### src/design/mneg_pkg.sv
// ----------------------------------------------------------------------------
// mneg_pkg
// types and constants shared by the midi note echo generator modules
// ----------------------------------------------------------------------------
package mneg_pkg;

  // repeat limits
  localparam int unsigned MAX_REPEATS_DEF = 16;
  localparam int unsigned MAX_REPEATS_HI  = 64;
  localparam int unsigned REPS_W          = $clog2(MAX_REPEATS_HI + 1);

  // field widths
  localparam int unsigned BYTE_W    = 8;
  localparam int unsigned TIME_W    = 32;
  localparam int unsigned RC_W      = 5;
  localparam int unsigned TPQ_W     = 16;
  localparam int unsigned SPACING_SHIFT = 3;
  localparam int unsigned SPACING_W = TPQ_W - SPACING_SHIFT;

  // configuration port
  localparam int unsigned CFG_IDX_W  = 1;
  localparam int unsigned CFG_DATA_W = 16;
  localparam logic [CFG_IDX_W-1:0] CFG_REPEAT_COUNT     = 1'd0;
  localparam logic [CFG_IDX_W-1:0] CFG_TICKS_PER_QUARTER = 1'd1;
  localparam logic [RC_W-1:0]  RST_REPEAT_COUNT      = 5'd4;
  localparam logic [TPQ_W-1:0] RST_TICKS_PER_QUARTER = 16'd480;

  // message kinds
  localparam logic [BYTE_W-1:0] KIND_MASK     = 8'hF0;
  localparam logic [BYTE_W-1:0] KIND_NOTE_ON  = 8'h90;
  localparam logic [BYTE_W-1:0] KIND_NOTE_OFF = 8'h80;
  localparam logic [BYTE_W-1:0] VEL_FLOOR     = 8'd10;

  // velocity ramp divider
  localparam int unsigned DIV_STEPS = BYTE_W;
  localparam int unsigned DIV_CNT_W = $clog2(DIV_STEPS);

  // queue between front and back
  localparam int unsigned QUEUE_DEPTH = 4;

  typedef struct packed {
    logic [BYTE_W-1:0]        status_byte;
    logic [BYTE_W-1:0]        first_data;
    logic [BYTE_W-1:0]        second_data;
    logic signed [TIME_W-1:0] event_time;
  } in_item_t;

  typedef struct packed {
    logic [BYTE_W-1:0]        out_status;
    logic [BYTE_W-1:0]        out_first_data;
    logic [BYTE_W-1:0]        out_second_data;
    logic signed [TIME_W-1:0] out_time;
    logic                     run_last;
  } out_item_t;

  // classified item handed from front to back
  typedef struct packed {
    in_item_t             item;
    logic [REPS_W-1:0]    reps;
    logic [SPACING_W-1:0] spacing;
    logic                 ramp;
    logic                 span_neg;
    logic [BYTE_W-1:0]    span_mag;
  } entry_t;

endpackage

### src/design/mneg_queue.sv
// ----------------------------------------------------------------------------
// mneg_queue
// short register queue between the classifying front and the emitting back
// ----------------------------------------------------------------------------
module mneg_queue #(
  parameter int unsigned DEPTH = mneg_pkg::QUEUE_DEPTH
) (
  input  logic             clk_i,
  input  logic             rst_ni,
  input  logic             wr_i,
  input  mneg_pkg::entry_t wr_data_i,
  output logic             full_o,
  input  logic             rd_i,
  output mneg_pkg::entry_t rd_data_o,
  output logic             valid_o
);

  localparam int unsigned PTR_W = (DEPTH > 1) ? $clog2(DEPTH) : 1;
  localparam int unsigned CNT_W = $clog2(DEPTH + 1);

  mneg_pkg::entry_t slot_q [DEPTH];
  logic [PTR_W-1:0] wr_ptr_q, wr_ptr_d;
  logic [PTR_W-1:0] rd_ptr_q, rd_ptr_d;
  logic [CNT_W-1:0] cnt_q, cnt_d;

  assign full_o    = (cnt_q == CNT_W'(DEPTH));
  assign valid_o   = (cnt_q != '0);
  assign rd_data_o = slot_q[rd_ptr_q];

  // pointer and fill count update
  always_comb begin
    wr_ptr_d = wr_ptr_q;
    rd_ptr_d = rd_ptr_q;
    cnt_d    = cnt_q;
    if (wr_i) begin
      wr_ptr_d = (wr_ptr_q == PTR_W'(DEPTH - 1)) ? '0 : PTR_W'(wr_ptr_q + 1'b1);
    end
    if (rd_i) begin
      rd_ptr_d = (rd_ptr_q == PTR_W'(DEPTH - 1)) ? '0 : PTR_W'(rd_ptr_q + 1'b1);
    end
    if (wr_i && !rd_i) begin
      cnt_d = CNT_W'(cnt_q + 1'b1);
    end else if (rd_i && !wr_i) begin
      cnt_d = CNT_W'(cnt_q - 1'b1);
    end
  end

  always_ff @(posedge clk_i or negedge rst_ni) begin
    if (!rst_ni) begin
      wr_ptr_q <= '0;
      rd_ptr_q <= '0;
      cnt_q    <= '0;
    end else begin
      wr_ptr_q <= wr_ptr_d;
      rd_ptr_q <= rd_ptr_d;
      cnt_q    <= cnt_d;
    end
  end

  // slot storage
  always_ff @(posedge clk_i) begin
    if (wr_i) begin
      slot_q[wr_ptr_q] <= wr_data_i;
    end
  end

endmodule

### src/design/mneg_front.sv
// ----------------------------------------------------------------------------
// mneg_front
// configuration registers and classification of incoming midi items
// ----------------------------------------------------------------------------
module mneg_front #(
  parameter int unsigned MAX_REPEATS = mneg_pkg::MAX_REPEATS_DEF
) (
  input  logic                                clk_i,
  input  logic                                rst_ni,
  input  logic                                cfg_we_i,
  input  logic [mneg_pkg::CFG_IDX_W-1:0]      cfg_idx_i,
  input  logic [mneg_pkg::CFG_DATA_W-1:0]     cfg_data_i,
  input  mneg_pkg::in_item_t                  item_i,
  output mneg_pkg::entry_t                    entry_o
);

  localparam int unsigned RW = mneg_pkg::REPS_W;

  logic [mneg_pkg::RC_W-1:0]  repeat_count_q;
  logic [mneg_pkg::TPQ_W-1:0] ticks_per_quarter_q;
  logic [RW-1:0]              rc_w;
  logic [RW-1:0]              reps;
  logic [mneg_pkg::BYTE_W-1:0] kind;
  logic                       is_on;
  logic                       is_note;
  logic                       span_neg;

  // configuration registers
  always_ff @(posedge clk_i or negedge rst_ni) begin
    if (!rst_ni) begin
      repeat_count_q      <= mneg_pkg::RST_REPEAT_COUNT;
      ticks_per_quarter_q <= mneg_pkg::RST_TICKS_PER_QUARTER;
    end else if (cfg_we_i) begin
      unique case (cfg_idx_i)
        mneg_pkg::CFG_REPEAT_COUNT: begin
          repeat_count_q <= cfg_data_i[mneg_pkg::RC_W-1:0];
        end
        mneg_pkg::CFG_TICKS_PER_QUARTER: begin
          ticks_per_quarter_q <= cfg_data_i[mneg_pkg::TPQ_W-1:0];
        end
        default: begin
        end
      endcase
    end
  end

  // message kind
  assign kind    = item_i.status_byte & mneg_pkg::KIND_MASK;
  assign is_on   = (kind == mneg_pkg::KIND_NOTE_ON);
  assign is_note = is_on || (kind == mneg_pkg::KIND_NOTE_OFF);

  // run length: one for non-notes, zero counts as one, large values saturate
  assign rc_w = RW'(repeat_count_q);
  always_comb begin
    if (!is_note || (rc_w == '0)) begin
      reps = RW'(1);
    end else if (rc_w > RW'(MAX_REPEATS)) begin
      reps = RW'(MAX_REPEATS);
    end else begin
      reps = rc_w;
    end
  end

  // velocity span toward the floor, as sign and magnitude
  assign span_neg = (item_i.second_data > mneg_pkg::VEL_FLOOR);

  assign entry_o.item     = item_i;
  assign entry_o.reps     = reps;
  assign entry_o.spacing  = ticks_per_quarter_q[mneg_pkg::TPQ_W-1:mneg_pkg::SPACING_SHIFT];
  assign entry_o.ramp     = is_on && (item_i.second_data != '0) && (reps != RW'(1));
  assign entry_o.span_neg = span_neg;
  assign entry_o.span_mag = span_neg ? (item_i.second_data - mneg_pkg::VEL_FLOOR)
                                     : (mneg_pkg::VEL_FLOOR - item_i.second_data);

endmodule

### src/design/mneg_back.sv
// ----------------------------------------------------------------------------
// mneg_back
// emits the run of copies for one item, with the velocity ramp divider
// ----------------------------------------------------------------------------
module mneg_back #(
  parameter int unsigned MAX_REPEATS = mneg_pkg::MAX_REPEATS_DEF
) (
  input  logic                 clk_i,
  input  logic                 rst_ni,
  input  logic                 q_valid_i,
  input  mneg_pkg::entry_t     q_entry_i,
  output logic                 q_pop_o,
  output logic                 empty_o,
  input  logic                 pop_i,
  output mneg_pkg::out_item_t  out_item_o
);

  localparam int unsigned RW  = $clog2(MAX_REPEATS + 1);
  localparam int unsigned BW  = mneg_pkg::BYTE_W;
  localparam int unsigned CW  = mneg_pkg::DIV_CNT_W;

  typedef enum logic [1:0] {
    ST_IDLE,
    ST_DIV,
    ST_EMIT
  } state_e;

  state_e  state_q, state_d;
  state_e  after_load;
  logic    ov_q, ov_d;
  logic [RW-1:0] n_q, n_d;
  logic [CW-1:0] bit_cnt_q, bit_cnt_d;

  // item being emitted
  logic [BW-1:0]                    status_q, first_q, vel_q;
  logic [mneg_pkg::TIME_W-1:0]      time_q;
  logic [mneg_pkg::SPACING_W-1:0]   spacing_q;
  logic [RW-1:0]                    reps_q;
  logic                             ramp_q, neg_q;
  // divider: quotient and remainder of span over run length minus one
  logic [BW-1:0] div_q;
  logic [RW-1:0] rem_q;
  // accumulated quotient and remainder of span times copy index
  logic [BW-1:0] qa_q;
  logic [RW-1:0] ra_q;
  mneg_pkg::out_item_t out_q;

  logic          pop_acc, emit, last, load;
  logic [RW-1:0] den;
  logic [RW:0]   den_x, sh, rsum;
  logic          ge, wrap;
  logic [RW-1:0] rem_n, ra_n;
  logic [BW-1:0] vel;

  assign pop_acc = pop_i && ov_q;
  assign last    = (RW'(n_q + 1'b1) == reps_q);
  assign emit    = (state_q == ST_EMIT) && (!ov_q || pop_acc);
  assign load    = q_valid_i && ((state_q == ST_IDLE) || (emit && last));
  assign q_pop_o = load;
  assign after_load = q_entry_i.ramp ? ST_DIV : ST_EMIT;

  // restoring divide step
  assign den   = RW'(reps_q - 1'b1);
  assign den_x = {1'b0, den};
  assign sh    = {rem_q, div_q[BW-1]};
  assign ge    = (sh >= den_x);
  assign rem_n = ge ? RW'(sh - den_x) : sh[RW-1:0];

  // running quotient for the next copy
  assign rsum  = {1'b0, ra_q} + {1'b0, rem_q};
  assign wrap  = (rsum >= den_x);
  assign ra_n  = wrap ? RW'(rsum - den_x) : rsum[RW-1:0];

  // velocity of the current copy, truncated toward zero
  always_comb begin
    if (!ramp_q) begin
      vel = vel_q;
    end else if (neg_q) begin
      vel = vel_q - qa_q;
    end else begin
      vel = vel_q + qa_q;
    end
  end

  // sequencer next state
  always_comb begin
    state_d   = state_q;
    n_d       = n_q;
    bit_cnt_d = bit_cnt_q;
    ov_d      = emit ? 1'b1 : (pop_acc ? 1'b0 : ov_q);
    unique case (state_q)
      ST_IDLE: begin
        if (load) begin
          state_d = after_load;
        end
      end
      ST_DIV: begin
        bit_cnt_d = CW'(bit_cnt_q + 1'b1);
        if (bit_cnt_q == CW'(mneg_pkg::DIV_STEPS - 1)) begin
          state_d = ST_EMIT;
        end
      end
      ST_EMIT: begin
        if (emit) begin
          n_d = RW'(n_q + 1'b1);
          if (last) begin
            state_d = load ? after_load : ST_IDLE;
          end
        end
      end
      default: begin
        state_d = ST_IDLE;
      end
    endcase
    if (load) begin
      n_d       = '0;
      bit_cnt_d = '0;
    end
  end

  // state, output valid and output register
  always_ff @(posedge clk_i or negedge rst_ni) begin
    if (!rst_ni) begin
      state_q   <= ST_IDLE;
      ov_q      <= 1'b0;
      n_q       <= '0;
      bit_cnt_q <= '0;
      out_q     <= '0;
    end else begin
      state_q   <= state_d;
      ov_q      <= ov_d;
      n_q       <= n_d;
      bit_cnt_q <= bit_cnt_d;
      if (emit) begin
        out_q.out_status      <= status_q;
        out_q.out_first_data  <= first_q;
        out_q.out_second_data <= vel;
        out_q.out_time        <= $signed(time_q);
        out_q.run_last        <= last;
      end
    end
  end

  // working registers of the current item
  always_ff @(posedge clk_i) begin
    if (load) begin
      status_q  <= q_entry_i.item.status_byte;
      first_q   <= q_entry_i.item.first_data;
      vel_q     <= q_entry_i.item.second_data;
      time_q    <= q_entry_i.item.event_time;
      spacing_q <= q_entry_i.spacing;
      reps_q    <= RW'(q_entry_i.reps);
      ramp_q    <= q_entry_i.ramp;
      neg_q     <= q_entry_i.span_neg;
      div_q     <= q_entry_i.span_mag;
      rem_q     <= '0;
      qa_q      <= '0;
      ra_q      <= '0;
    end else if (state_q == ST_DIV) begin
      div_q <= {div_q[BW-2:0], ge};
      rem_q <= rem_n;
    end else if (emit) begin
      time_q <= time_q + mneg_pkg::TIME_W'(spacing_q);
      qa_q   <= BW'(qa_q + div_q + BW'(wrap));
      ra_q   <= ra_n;
    end
  end

  assign empty_o    = !ov_q;
  assign out_item_o = out_q;

endmodule

### src/design/midi_note_echo_generator.sv
// ----------------------------------------------------------------------------
// midi_note_echo_generator
// echoes midi note-on and note-off items as runs of delayed copies
// ----------------------------------------------------------------------------
// Input items enter through push/full; an item is taken when push is high
// and full is low. Results leave through empty/pop; the oldest result sits
// on out_item_o while empty is low and is taken when pop is high.
// A note item gives repeat_count copies (zero counts as one, saturated at
// MAX_REPEATS), each a thirty-second note later than the one before; a
// note-on with velocity ramps its velocity toward 10. Other items pass once.
// The first result of an item appears in the output register after the item
// has passed the queue and the emitting side; for a ramped note-on the
// velocity divider first takes one bit per cycle. After that one result
// leaves each cycle while pop keeps taking results; a note item holds the
// emitting side for its run of copies. A four-entry queue lets items keep
// arriving while a run is emitted. When pop stays low the output register
// holds its result and the queue fills, then full rises. Reset empties the
// queue and the output and loads repeat_count 4, ticks_per_quarter 480.
// Configuration is written through cfg_we_i, cfg_idx_i and cfg_data_i.
// ----------------------------------------------------------------------------
module midi_note_echo_generator #(
  parameter int unsigned MAX_REPEATS = mneg_pkg::MAX_REPEATS_DEF
) (
  input  logic                            clk_i,
  input  logic                            rst_ni,
  input  logic                            cfg_we_i,
  input  logic [mneg_pkg::CFG_IDX_W-1:0]  cfg_idx_i,
  input  logic [mneg_pkg::CFG_DATA_W-1:0] cfg_data_i,
  input  logic                            push,
  output logic                            full,
  input  mneg_pkg::in_item_t              in_item_i,
  output logic                            empty,
  input  logic                            pop,
  output mneg_pkg::out_item_t             out_item_o
);

  mneg_pkg::entry_t fe_entry;
  mneg_pkg::entry_t q_entry;
  logic             q_full, q_valid, q_pop, q_push;

  assign q_push = push && !q_full;
  assign full   = q_full;

  // classification front
  mneg_front #(
    .MAX_REPEATS(MAX_REPEATS)
  ) u_front (
    .clk_i     (clk_i),
    .rst_ni    (rst_ni),
    .cfg_we_i  (cfg_we_i),
    .cfg_idx_i (cfg_idx_i),
    .cfg_data_i(cfg_data_i),
    .item_i    (in_item_i),
    .entry_o   (fe_entry)
  );

  // decoupling queue
  mneg_queue #(
    .DEPTH(mneg_pkg::QUEUE_DEPTH)
  ) u_queue (
    .clk_i    (clk_i),
    .rst_ni   (rst_ni),
    .wr_i     (q_push),
    .wr_data_i(fe_entry),
    .full_o   (q_full),
    .rd_i     (q_pop),
    .rd_data_o(q_entry),
    .valid_o  (q_valid)
  );

  // emitting back
  mneg_back #(
    .MAX_REPEATS(MAX_REPEATS)
  ) u_back (
    .clk_i     (clk_i),
    .rst_ni    (rst_ni),
    .q_valid_i (q_valid),
    .q_entry_i (q_entry),
    .q_pop_o   (q_pop),
    .empty_o   (empty),
    .pop_i     (pop),
    .out_item_o(out_item_o)
  );

endmodule

### config.mk
export PLATFORM = sky130hd
export DESIGN_NAME = midi_note_echo_generator
export DESIGN_NICKNAME = d
export VERILOG_FILES = /design/src/design/mneg_pkg.sv /design/src/design/mneg_queue.sv /design/src/design/mneg_front.sv /design/src/design/mneg_back.sv /design/src/design/midi_note_echo_generator.sv
export SDC_FILE = /design/constraint.sdc
export NUM_CORES = 1
export LEC_CHECK = 0
export BUFFER_PORTS_ARGS = -buffer_cell sky130_fd_sc_hd__buf_2
export CAP_MARGIN = 25
export CORE_ASPECT_RATIO = 0.8
export CORE_MARGIN = 3
export CORE_UTILIZATION = 55
export CTS_CLUSTER_DIAMETER = 60
export DETAILED_ROUTE_END_ITERATION = 10
export MAX_ROUTING_LAYER = met4
export PLACE_DENSITY = 0.84
export SLEW_MARGIN = 15
export SYNTH_ARGS = -nofsm -noshare
export SYNTH_HDL_FRONTEND = slang
export SYNTH_SLANG_ARGS = --single-unit
### constraint.sdc
create_clock -name clk_i -period 9.3 [get_ports clk_i]
set_input_delay 1.395 -clock clk_i [delete_from_list [all_inputs] [get_ports clk_i]]
set_output_delay 1.395 -clock clk_i [all_outputs]
set_load 0.05 [all_outputs]
== Word-level counts from Yosys, hierarchy flattened ==
Memory sizes are Yosys's and may differ from the RTL's.
Cells that the tools add are included.

* Flip-flop bits (word level): 198
* Bits in writable memories: 344
* Bits of input ports: 78
* Output and inout bits: 59
* Word-level logic and storage cells: 130
* Memories: 1

* Add/sub/neg operators: 17
* $lt $le $gt $ge: 4
* Equality and inequality tests: 15
* Muxes and demuxes: 32
* Bitwise gates (word level): 2
* Reduce and logical (&&, ||, !) cells: 33

{| class="wikitable"
|+ Memory list
! memory !! words !! width !! rd ports !! clocked after memory_dff !! wr ports !! RTL line !! source
|-
| u_queue.slot_q || 4 || 86 || 1 || 0 || 1 || mneg_queue.sv:21 || <nowiki>mneg_pkg::entry_t slot_q [DEPTH];</nowiki>
|}

{| class="wikitable"
|+ Operators with widths
! operator !! number
|-
| 2-to-1 mux 32 bit || 3
|-
| 2-to-1 mux 8 bit || 5
|-
| adder 32 x 13 -> 32 bit || 1
|-
| 2-to-1 mux 5 bit || 6
|-
| adder 8 bit || 2
|-
| 2-to-1 mux 2 bit || 8
|-
| greater-or-equal comparator 6 x 5 -> 1 bit || 2
|-
| 2-to-1 mux 3 bit || 4
|-
| != test 2 x 1 -> 1 bit (second input constant) || 5
|-
| AND reduction 2 bit || 5
|-
| nonzero test 2 bit || 5
|-
| subtractor 5 bit || 2
|-
| logical AND 1 bit || 9
|-
| adder 8 x 1 -> 8 bit || 1
|-
| equality test 4 bit (second input constant) || 2
|-
| greater-than comparator 8 x 4 -> 1 bit (second input constant) || 1
|-
| nonzero test 8 bit || 1
|-
| subtractor 4 x 8 -> 8 bit (first input constant) || 1
|-
| subtractor 8 x 4 -> 8 bit (second input constant) || 1
|-
| subtractor 8 bit || 1
|-
| zero test 7 bit || 1
|-
| 2-to-1 mux 7 bit || 1
|-
| != test 7 x 1 -> 1 bit (second input constant) || 1
|-
| adder 3 x 1 -> 3 bit (second input constant) || 2
|-
| 18 further kinds || 33
|}

== Depth between registers and ports, before layout ==
Gate-level depths: netlist of the first run.

* Depth after elaboration: 10
* Gate-level depth with buffers: 17
* Depth with buffers taken out: 17

== Cells and area by module ==
Synthesis of the first run repeated with hierarchy kept, for this count alone.

* Cell total of the unflattened synthesis: 1,522
* Area, all modules: 23,214.8 um^2

{| class="wikitable"
|+ Modules (own cells, without submodules)
! module !! times used !! cells each !! area an instance (um^2) !! sequential area each (um^2)
|-
| mneg_queue || 1 || 487 || 12,824.8 || 10,505.1
|-
| mneg_back || 1 || 884 || 8,887.3 || 4,584.4
|-
| mneg_front || 1 || 150 || 1,488.9 || 456.7
|-
| midi_note_echo_generator || 1 || 1 || 13.8 || 0.0
|}

== Least setup slack after synthesis of the first run ==
No wires, ideal clock.

* Kind: reg2reg
* Start: register u_back.rem_q[0]
* End: register u_back.qa_q[6]
* Library setup time: 74 ps
* Arrival time: 4,142 ps
* Required time: 9,226 ps
* Path slack: 5,084 ps
* Stages on the path, launching flop included: 16
* Buffers on the path: 0
* Clock period less this slack: 4,216 ps
* Cell sequence: dfxtp_1 > ha_1 > fa_1 > fa_1 > a21oi_1 > o211ai_1 > a221oi_1 > inv_1 > fa_1 > fa_1 > a21o_1 > a21oi_1 > o21ai_0 > nand2_1 > nand4b_1 > a31oi_1

* Longest elaborated chain between the ends: 3

{| class="wikitable"
|+ Ends and longest elaborated chain
! what !! RTL line !! source
|-
| from (decl) || mneg_back.sv:42 || <nowiki>logic [RW-1:0] rem_q;</nowiki>
|-
| from (signal assigned) || mneg_back.sv:161 || <nowiki>rem_q <= rem_n;</nowiki>
|-
| adder 5 x 5 -> 6 bit || mneg_back.sv:70 || <nowiki>assign rsum = {1'b0, ra_q} + {1'b0, rem_q};</nowiki>
|-
| greater-or-equal comparator 6 x 5 -> 1 bit || mneg_back.sv:71 || <nowiki>assign wrap = (rsum >= den_x);</nowiki>
|-
| adder 8 x 1 -> 8 bit || mneg_back.sv:164 || <nowiki>qa_q <= BW'(qa_q + div_q + BW'(wrap));</nowiki>
|-
| to (signal assigned) || mneg_back.sv:164 ||
|-
| to (decl) || mneg_back.sv:44 || <nowiki>logic [BW-1:0] qa_q;</nowiki>
|}

No other way between the ends.
A chain may end at the register's enable or synchronous reset.

== Final worst setup path of the first run ==
Ends and elaborated chain as after synthesis.

==> results.yml, run 1 <==
logic_synthesis:
  synth_ff_type: "edfxtp_1"
  synth-seq-area-share: 0.6841
  synth.avg_cell_area_um2: 15.15
  syn-cell-area_mm2: 0.02220
  ys_types: 64
  synthArstFlopShare: 0.1765
  ys_seq_elements: 527
  yosysWarningCount: 0
  syn-instance-count: 1465
  synth_fp_nets: 1609
  synth_edf_count: 416
flow_run:
  drv_cap: 0
sta:
  clock_skew_ns: 0.02324
  fin_setup_tns_ns: 0
  setup_slack_ns: 4.297
  period_minus_slack_ns: 5.003
  setup_viol: 0
  slew_headroom: 0.3205
  tightest_slew_ns: 1.019
  slew_viol_final: 0
  rsz0062_at_grt: "no"
  clock.fmax_mhz: 199.9
  fin_crit_sh: 0.5379
  hold_viol: 0
global_routing:
  antenna_found_initial: 5
  grt_usage: 0.2319
  grt_max_degree: 94
  grt_pass1_vias: 13186
  grt-ovfl-total: 0
  grt_pass1_wl_mm: 74.24
cells_and_area:
  area_growth_pct: 13.08
  fin_area_mm2: 0.02510
  layout-drive-gt1-share: 0.2099
  post-route-util: 0.6338
  nets: 1754
floorplanning:
  start_util: 0.5605
  num_io_pins: 137
  num_rows: 65
  dieWidth_um: 230.6
  die_area_mm2: 0.04282
  die_height_um: 185.7
  core_mm2: 0.03961
route:
  drt-initial-drc-count: 1356
  vias_per_cell: 5.894
  vias: 12931
  met3RoutedLength_mm: 3.338
  wl_met1_mm: 20.25
  drc_errors: 0
  routed_wirelength_mm: 47.89
  wl_met2_mm: 23.00
  dr.pass1.iters: 7
  top_layer: "met4"
  ant_nets: 0
  wl_per_cell_um: 21.83
clocking:
  cts_buffers: 51
  cts_hold_buffers: 0
  clkSinkCount: 527
  htree_levels: 2
  worstSkewPairLatency_ns: 0.59
  cts_root_buf: "clkbuf_16"
  clock_path_buffers: 3
  cts_tree: "done"
  path_clk_slew_ns: 0.06
  post_cts_buffers: 0
  cts.repair.resized: 0
placement:
  dp_slack_ns: 4.415
  place_congestion: 0.8872
  post-dp-hpwl_mm: 29.33
  io_buffers: 136
  placed_area_mm2: 0.02347
critical_path:
  crit_type: "reg2reg"
  path_max_fanout: 6
  worstSetupStartpointType: "flip-flop"
  cp-end-kind: "flip-flop"
  required_ns: 9.80
  r2r_slack_ns: 4.30
  crit_arrival_ns: 5.50
power:
  power_mw: 9.880
  power_leakage_nw: 9.392
  irDropWorstVdd_uv: 206.6
  power_density_mw_per_mm2: 393.6
hold_path:
  hp-class: "reg2reg"
outcome:
  status: "finished, final reports clean"
## critical path: stages (launching register included)
cell and delay, ns:
dfxtp_1 0.45, ha_1 0.28, fa_1 0.50, fa_1 0.50, a21oi_1 0.22, o211ai_1 0.12, a221oi_1 0.80, inv_1 0.22
fa_1 0.49, fa_1 0.43, a21o_1 0.18, a21oi_1 0.22, o21ai_0 0.11, nand2_1 0.09, nand4b_1 0.10, a31oi_1 0.20
## flip-flops by register name, indices dropped and copies added, names as in the netlist, 2 cells and up
signal	cells
u_queue.slot_q	332
u_back.state_q	2
u_queue.rd_ptr_q	2
u_back.rem_q	5
u_front.repeat_count_q	5
u_back.reps_q	5
u_back.vel_q	8
u_back.first_q	8
u_queue.wr_ptr_q	2
u_queue.cnt_q	3
u_back.bit_cnt_q	3
u_back.status_q	8
u_front.ticks_per_quarter_q	13
u_back.n_q	5
u_back.out_item_o	57
u_back.div_q	8
u_back.qa_q	8
u_back.spacing_q	13
u_back.time_q	32
u_back.ra_q	5
## synthesized netlist by cell type, types with 26 or more instances
cell type	n	area share
inv_1	46	0.0078
clkbuf_1	41	0.0069
a21oi_1	52	0.012
xnor2_1	38	0.015
nor2_1	58	0.0098
dfrtp_1	88	0.099
o21ai_0	44	0.0099
nand3_1	26	0.0059
ha_1	58	0.033
edfxtp_1	416	0.56
nand2_1	218	0.037
mux4_2	83	0.084
## metal layers
| metal | GRT usage | vias to the layer above |
|---|---|---|
| met5 | - | - |
| met4 | 0.07507 | 0 |
| met3 | 0.04360 | 94 |
| met2 | 0.3637 | 523 |
| met1 | 0.3130 | 6479 |
| li1 | - | 5835 |
## power breakdown
group	leakage [nW]	total (mW)	internal, mW	switching, mW
Clock	0.772	1.98	1.11	0.867
Sequential	5.14	3.91	3.46	0.452
Combinational	3.48	3.99	1.45	2.54
Total	9.39	9.88	6.02	3.86
## kinds of logic after synthesis
kind of cell	after synthesis	synth area share
buffers and inverters	106	0.01843
DFF	527	0.6841
muxes	118	0.1011
adders and majority gates	66	0.03991
xor gates and xnor gates	58	0.02288
and+or+nand+nor	394	0.07942
AOI/OAI and AO/OA	196	0.05417
## metrics by stage
| stage | cells | hold slack, ns |
|---|---|---|
| final | 2194 | 0.4403 |
| after global routing | 2194 | 0.4709 |
| after CTS | 2188 | 0.4434 |
| after detailed placement | 2092 | 0.4260 |
| after global placement | 2092 | 0.4201 |
| after floorplan | 1465 | 0.4146 |
## final cells by class
type / count / area [µm²]
inverters: 47 / 176.4
clock inverters: 16 / 141.4
flip-flops and latches: 527 / 15190
diodes: 5 / 12.51
repair buffers: 151 / 815.8
fillers: 2719 / 14500
clock buffers: 80 / 1456
well taps: 536 / 670.6
multi-input cells: 832 / 6636
## worst paths after layout
kind | startpoint | end | cells past startpoint
worst max-delay path | u_back.rem_q[0] | u_back.qa_q[6] | 15
worst min-delay path | u_back.status_q[0] | u_back.out_item_o[49] | 2
worst max register to register | u_back.rem_q[0] | u_back.qa_q[6] | 15
worst min register to register | u_back.status_q[0] | u_back.out_item_o[49] | 2
max in group asynchronous | rst_ni | u_queue.cnt_q[0] | 2
min in group asynchronous | rst_ni | u_front.ticks_per_quarter_q[10] | 1
## placed cells by master (no fill, tap or decap), types with 20 or more instances in the layout
| master | count |
|---|---|
| ha_1 | 58 |
| xnor2_1 | 38 |
| clkbuf_16 | 52 |
| nor2_1 | 58 |
| nand3_1 | 26 |
| dfrtp_1 | 86 |
| edfxtp_1 | 416 |
| o21ai_0 | 44 |
| a21oi_1 | 52 |
| a31oi_1 | 20 |
| xor2_1 | 20 |
| clkbuf_1 | 23 |
| mux4_2 | 83 |
| inv_1 | 46 |
| buf_2 | 135 |
| nand2_1 | 218 |
| mux2_2 | 20 |
Power figures use the tool's default switching activity.
==> inputs of run 2 (changes only) <==
Settings changed: ABC_AREA set to 1.
Clock period 9.3 ns to 4.7 ns, I/O delays scaled along.
==> run 2 against run 1 <==
- critical endpoint is now u_back.qa_q[4]
- via count increased by 22%
- register-to-register slack worse by 3.6 ns
- worst hold slack worse by 0.26 ns
- power is 110% higher
- clock-buffer cell count is 21 lower
- maximum frequency rose by 26%
- sequential power increased by 95%
- critical path depth unchanged
- synthesized cell count rose by 39%
- non-clock buffer count is 3 higher
- sequential share of layout area shrank 1.9 points
- global-route usage is 1.6 points higher
==> results.yml, run 2 <==
outcome:
  status: "finished, final reports clean"
cells_and_area:
  final_cell_mix: "476 x nand2_1, 416 x edfxtp_1, 187 x nor2_1, 181 x o21ai_0, 135 x buf_2"
  area_growth_pct: 13.22
  multi_input_area_mm2: 0.006839
  nets: 2300
  largest_register: "u_queue.slot_q"
  final_common_cell: "nand2_1"
  final_cell_count_no_fill: 2747
  largest_reg_flops: 332
  regArea_mm2: 0.01519
  fillers: 3062
  layout-drive-gt1-share: 0.1337
logic_synthesis:
  synth_largest_area_cell: "edfxtp_1"
  synth-seq-area-share: 0.6634
  synth_area_leaders: "edfxtp_1 55%, dfrtp_1 9.6%, nand2_1 7.8%"
  syn-instance-count: 2033
  syn-cell-area_mm2: 0.02289
  yosysWarningCount: 0
  yosysMostFrequentCell: "nand2_1"
  synth.avg_cell_area_um2: 11.26
  ys_types: 50
  synth_common_cells: "477 x nand2_1, 416 x edfxtp_1, 191 x nor2_1, 181 x o21ai_0, 120 x inv_1"
  synth_edf_count: 416
  ys_seq_elements: 527
  synth_fp_nets: 2177
  synthArstFlopShare: 0.1765
  synth_ff_type: "edfxtp_1"
  synth_top_area_share: 0.5457
floorplanning:
  start_util: 0.5600
  die_height_um: 188.5
  dieWidth_um: 234.1
  num_io_pins: 137
  num_rows: 66
  die_area_mm2: 0.04412
  core_mm2: 0.04088
route:
  dr.pass1.iters: 5
  routed_wirelength_mm: 53.32
  ant_nets: 0
  drc_errors: 0
  vias_per_cell: 5.751
  drt-initial-drc-count: 1767
  wl_per_cell_um: 19.41
  vias: 15799
clocking:
  cts.repair.resized: 0
  post_cts_buffers: 0
  path_clk_slew_ns: 0.07
  clock_path_buffers: 3
  clkSinkCount: 527
  cts_tree: "done"
  cts_hold_buffers: 0
  cts_root_buf: "clkbuf_16"
  cts_buffers: 52
  worstSkewPairLatency_ns: 0.61
  htree_levels: 2
critical_path:
  cp-startpoint: "u_back.rem_q[0]"
  cp_cell_sequence: "ha_1 -> fa_1 -> a21oi_1 -> o21ai_0 -> xor2_1 -> ha_1 -> or2_2 -> a21oi_1 -> nand2_1 -> fa_1 -> fa_1 -> a31oi_1 -> xor2_1 -> or2_2 -> a21oi_1"
  path_max_fanout: 9
  worstSetupStartpointType: "flip-flop"
  crit-reg2reg-launch: "u_back.rem_q[0]"
  reg2reg_depth: 15
  cp-end-kind: "flip-flop"
  required_ns: 5.21
  crit_type: "reg2reg"
  slowest_delay_ns: 0.49
  crit_arrival_ns: 4.47
  crit_slowest_cell: "fa_1"
flow_run:
  drv_cap: 0
sta:
  clock_skew_ns: 0.03789
  fin_crit_sh: 0.8431
  setup_slack_ns: 0.7374
  rsz0062_at_grt: "no"
  setup_viol: 0
  hold_viol: 0
  period_minus_slack_ns: 3.963
  slew_viol_final: 0
  fin_setup_tns_ns: 0
  tightest_slew_ns: 0.9296
  slew_headroom: 0.3788
  clock.fmax_mhz: 252.4
placement:
  io_buffers: 136
  place_inst: 2646
  post-dp-hpwl_mm: 33.01
  dp_slack_ns: 0.7801
  place_congestion: 0.9276
global_routing:
  grt_usage: 0.2483
  grt_pass1_wl_mm: 83.15
  antenna_found_initial: 5
  grt-ovfl-total: 0
  grt_max_degree: 91
  grt_pass1_vias: 15364
hold_path:
  hp-class: "in2async"
power:
  power_density_mw_per_mm2: 795.8
  power_leakage_nw: 10.48
  irDropWorstVdd_uv: 544.7
[run 2: critical path: cells and delay by family, from the launching register on]
family,cells,cell delay [ns]
xor gates and xnor gates,2,0.26
adders and majority gates,5,1.77
and+or+nand+nor,3,0.80
AOI/OAI and AO/OA,5,0.68
DFF,1,0.37
[run 2: stage by stage]
step | power, mW | area (µm²) | hold WS [ns] | util
3_5_place_dp | 16.15 | 24060 | 0.4359 | 0.5887
2_1_floorplan | 13.87 | 22890 | 0.4094 | -
4_1_cts | 20.62 | 25910 | 0.1947 | 0.6338
3_3_place_gp | 15.86 | 24060 | 0.4291 | 0.5887
5_1_grt | 21.92 | 25920 | 0.2278 | 0.6340
6_report | 20.62 | 25920 | 0.1763 | 0.6340
[run 2: cell families after synthesis]
| kind of cell | share of synthesized area |
|---|---|
| simple gates | 0.1391 |
| xor+xnor | 0.01722 |
| fa+ha+maj | 0.03870 |
| flops | 0.6634 |
| mux | 0.005903 |
| compound gates | 0.09626 |
| buf+inv | 0.03946 |
[run 2: path summary, 6_finish.rpt]
check	endpoint	slack, ns
max	u_back.qa_q[4]	0.74
min	u_back.n_q[2]	0.18
max reg2reg	u_back.qa_q[4]	0.74
min reg2reg	u_back.out_item_o[47]	0.44
max in group asynchronous	u_back.out_item_o[49]	3.42
min in group clk_i	u_queue.slot_q[0][54]	0.31
[run 2: metal layers]
| layer | up-vias | track usage | part of all wire |
|---|---|---|---|
| li1 | 7341 | - | - |
| met1 | 7715 | 0.3425 | 0.42 |
| met2 | 651 | 0.3881 | 0.48 |
| met3 | 92 | 0.04005 | 0.081 |
| met4 | 0 | 0.06682 | 0.021 |
| met5 | - | - | 0 |
[run 2: final cells by class]
class,instances,share of cell area
diodes,4,0.0003862
clock buffers,59,0.05161
clock inverters,38,0.01950
inverters,123,0.01820
multi-input cells,1298,0.2639
flip-flops and latches,527,0.5862
well taps,544,0.02626
repair buffers,154,0.03399
[run 2: report_power, final]
| group | switching (mW) | internal [mW] |
|---|---|---|
| Combinational | 6.00 | 2.55 |
| Clock | 1.81 | 2.62 |
| Sequential | 0.785 | 6.86 |
==> inputs of run 3 (changes only) <==
Clock period 4.7 ns to 3.75 ns, I/O delays scaled along.
==> run 3 against run 2 <==
- setup slack lost 0.57 ns
- sequential share of layout area grew 0.30 points
- global-route usage grew 0.13 points
- flip-flop and latch count is the same
- non-clock buffer count grew 4
- die area is the same
- final cell count is essentially flat
- largest power group unchanged
==> results.yml, run 3 (same netlist as run 2, synthesis figures left out) <==
clocking:
  htree_levels: 2
  clkSinkCount: 527
  cts_root_buf: "clkbuf_16"
  cts_hold_buffers: 0
  worstSkewPairLatency_ns: 0.60
  path_clk_slew_ns: 0.07
  cts_tree: "done"
  clock_path_buffers: 3
  cts_buffers: 49
floorplanning:
  num_rows: 66
  die_height_um: 188.5
  die_area_mm2: 0.04412
  num_io_pins: 137
  core_mm2: 0.04088
  dieWidth_um: 234.1
  start_util: 0.5600
critical_path:
  crit_type: "reg2reg"
  crit_arrival_ns: 4.09
  path_max_fanout: 4
  cp-end-kind: "flip-flop"
  worstSetupStartpointType: "flip-flop"
  required_ns: 4.25
cells_and_area:
  layout-drive-gt1-share: 0.1328
  final_common_cell: "nand2_1"
  area_growth_pct: 12.65
  multi_input_area_mm2: 0.006844
  final_cell_count_no_fill: 2749
  fillers: 2994
  nets: 2301
  largest_reg_flops: 332
  final_cell_mix: "476 x nand2_1, 416 x edfxtp_1, 187 x nor2_1, 181 x o21ai_0, 135 x buf_2"
  largest_register: "u_queue.slot_q"
  regArea_mm2: 0.01519
global_routing:
  grt_max_degree: 95
  grt_pass1_wl_mm: 84.08
  grt_pass1_vias: 15644
  antenna_found_initial: 7
  grt-ovfl-total: 0
  grt_usage: 0.2496
sta:
  period_minus_slack_ns: 3.583
  hold_viol: 0
  setup_slack_ns: 0.1669
  fin_crit_sh: 0.9555
  setup_viol: 0
  rsz0062_at_grt: "no"
  tightest_slew_ns: 0.8674
  slew_headroom: 0.4217
  clock_skew_ns: 0.03823
  clock.fmax_mhz: 279.1
  slew_viol_final: 0
power:
  clkPwrFrac: 0.200
  p_sw_mw: 10.77
  p_int_mw: 14.67
  comb_power_share: 0.425
  power_leakage_nw: 10.39
  power_frac_seq: 0.376
  p_sw_frac: 0.4234
  irDropWorstVdd_uv: 682.5
  power_density_mw_per_mm2: 986.7
outcome:
  status: "finished, final reports clean"
placement:
  dp_slack_ns: 0.07573
  place_congestion: 0.9229
  post-dp-hpwl_mm: 32.69
  place_inst: 2650
  io_buffers: 136
flow_run:
  drv_cap: 0
route:
  drc_errors: 0
  ant_nets: 0
  vias_per_cell: 5.745
  dr.pass1.iters: 8
  vias: 15793
  drt-initial-drc-count: 1778
  routed_wirelength_mm: 53.60
  wl_per_cell_um: 19.50
hold_path:
  hp-class: "in2async"
## run 3: final timing paths
check	slack, ns	end	start	cells past startpoint
worst max-delay path	0.17	u_back.qa_q[4]	u_back.ra_q[0]	15
worst min-delay path	0.03	u_front.repeat_count_q[3]	rst_ni	1
worst max register to register	0.17	u_back.qa_q[4]	u_back.ra_q[0]	15
worst min register to register	0.46	u_back.out_item_o[52]	u_back.status_q[3]	2
max in group asynchronous	2.80	u_front.ticks_per_quarter_q[8]	rst_ni	2
min in group clk_i	0.17	u_queue.slot_q[3][80]	in_item_i[50]	1
## run 3: timing repair
item | CTS | global route
setup buffers | 0 | 0
setup endpoints to repair | 0 | 3
resized for setup | 0 | 2
## run 3: metal layers
| layer | up-vias | global-route usage | share of wire |
|---|---|---|---|
| met5 | - | - | 0 |
| met4 | 0 | 0.07694 | 0.024 |
| met3 | 89 | 0.03809 | 0.070 |
| met2 | 634 | 0.4057 | 0.49 |
| met1 | 7725 | 0.3273 | 0.42 |
| li1 | 7345 | - | - |
## run 3: per-stage QoR
stage / util / hold slack, ns / instance area, µm² / TNS, ns / total power [mW]
2_1_floorplan: - / 0.2669 / 22890 / -330.81 / 17.39
3_3_place_gp: 0.5894 / 0.4363 / 24090 / 0 / 19.88
3_5_place_dp: 0.5894 / 0.4356 / 24090 / 0 / 20.29
4_1_cts: 0.6303 / 0.03439 / 25760 / 0 / 25.44
5_1_grt: 0.6308 / 0.07054 / 25790 / 0 / 27.09
6_report: 0.6308 / 0.03289 / 25790 / 0 / 25.44
## run 3: area by class of cell
| type | instances | area share |
|---|---|---|
| diodes | 7 | 0.0006793 |
| clock buffers | 65 | 0.05182 |
| clock inverters | 27 | 0.01296 |
| inverters | 123 | 0.01829 |
| multi-input cells | 1298 | 0.2654 |
| flip-flops and latches | 527 | 0.5891 |
| well taps | 544 | 0.02640 |
| repair buffers | 158 | 0.03532 |
## run 3: worst max-delay path: stages (launching register included)
cell	delay (ns)
dfxtp_1	0.32
ha_1	0.24
fa_1	0.42
a21oi_1	0.15
o21ai_0	0.12
xor2_1	0.18
ha_1	0.21
or2_2	0.27
a21oi_1	0.12
nand2_1	0.10
fa_2	0.37
fa_2	0.38
a31oi_1	0.18
xor2_1	0.08
or2_2	0.27
a21oi_1	0.11
## run 3: power by group through the flow
stage	Clock [mW]	Combinational, mW	Sequential [mW]
after floorplan	0	7.02	10.4
after global placement	0	10.3	9.54
after detailed placement	0	10.7	9.62
after CTS	5.14	10.8	9.53
after global routing	5.37	12.0	9.70
final	5.08	10.8	9.55
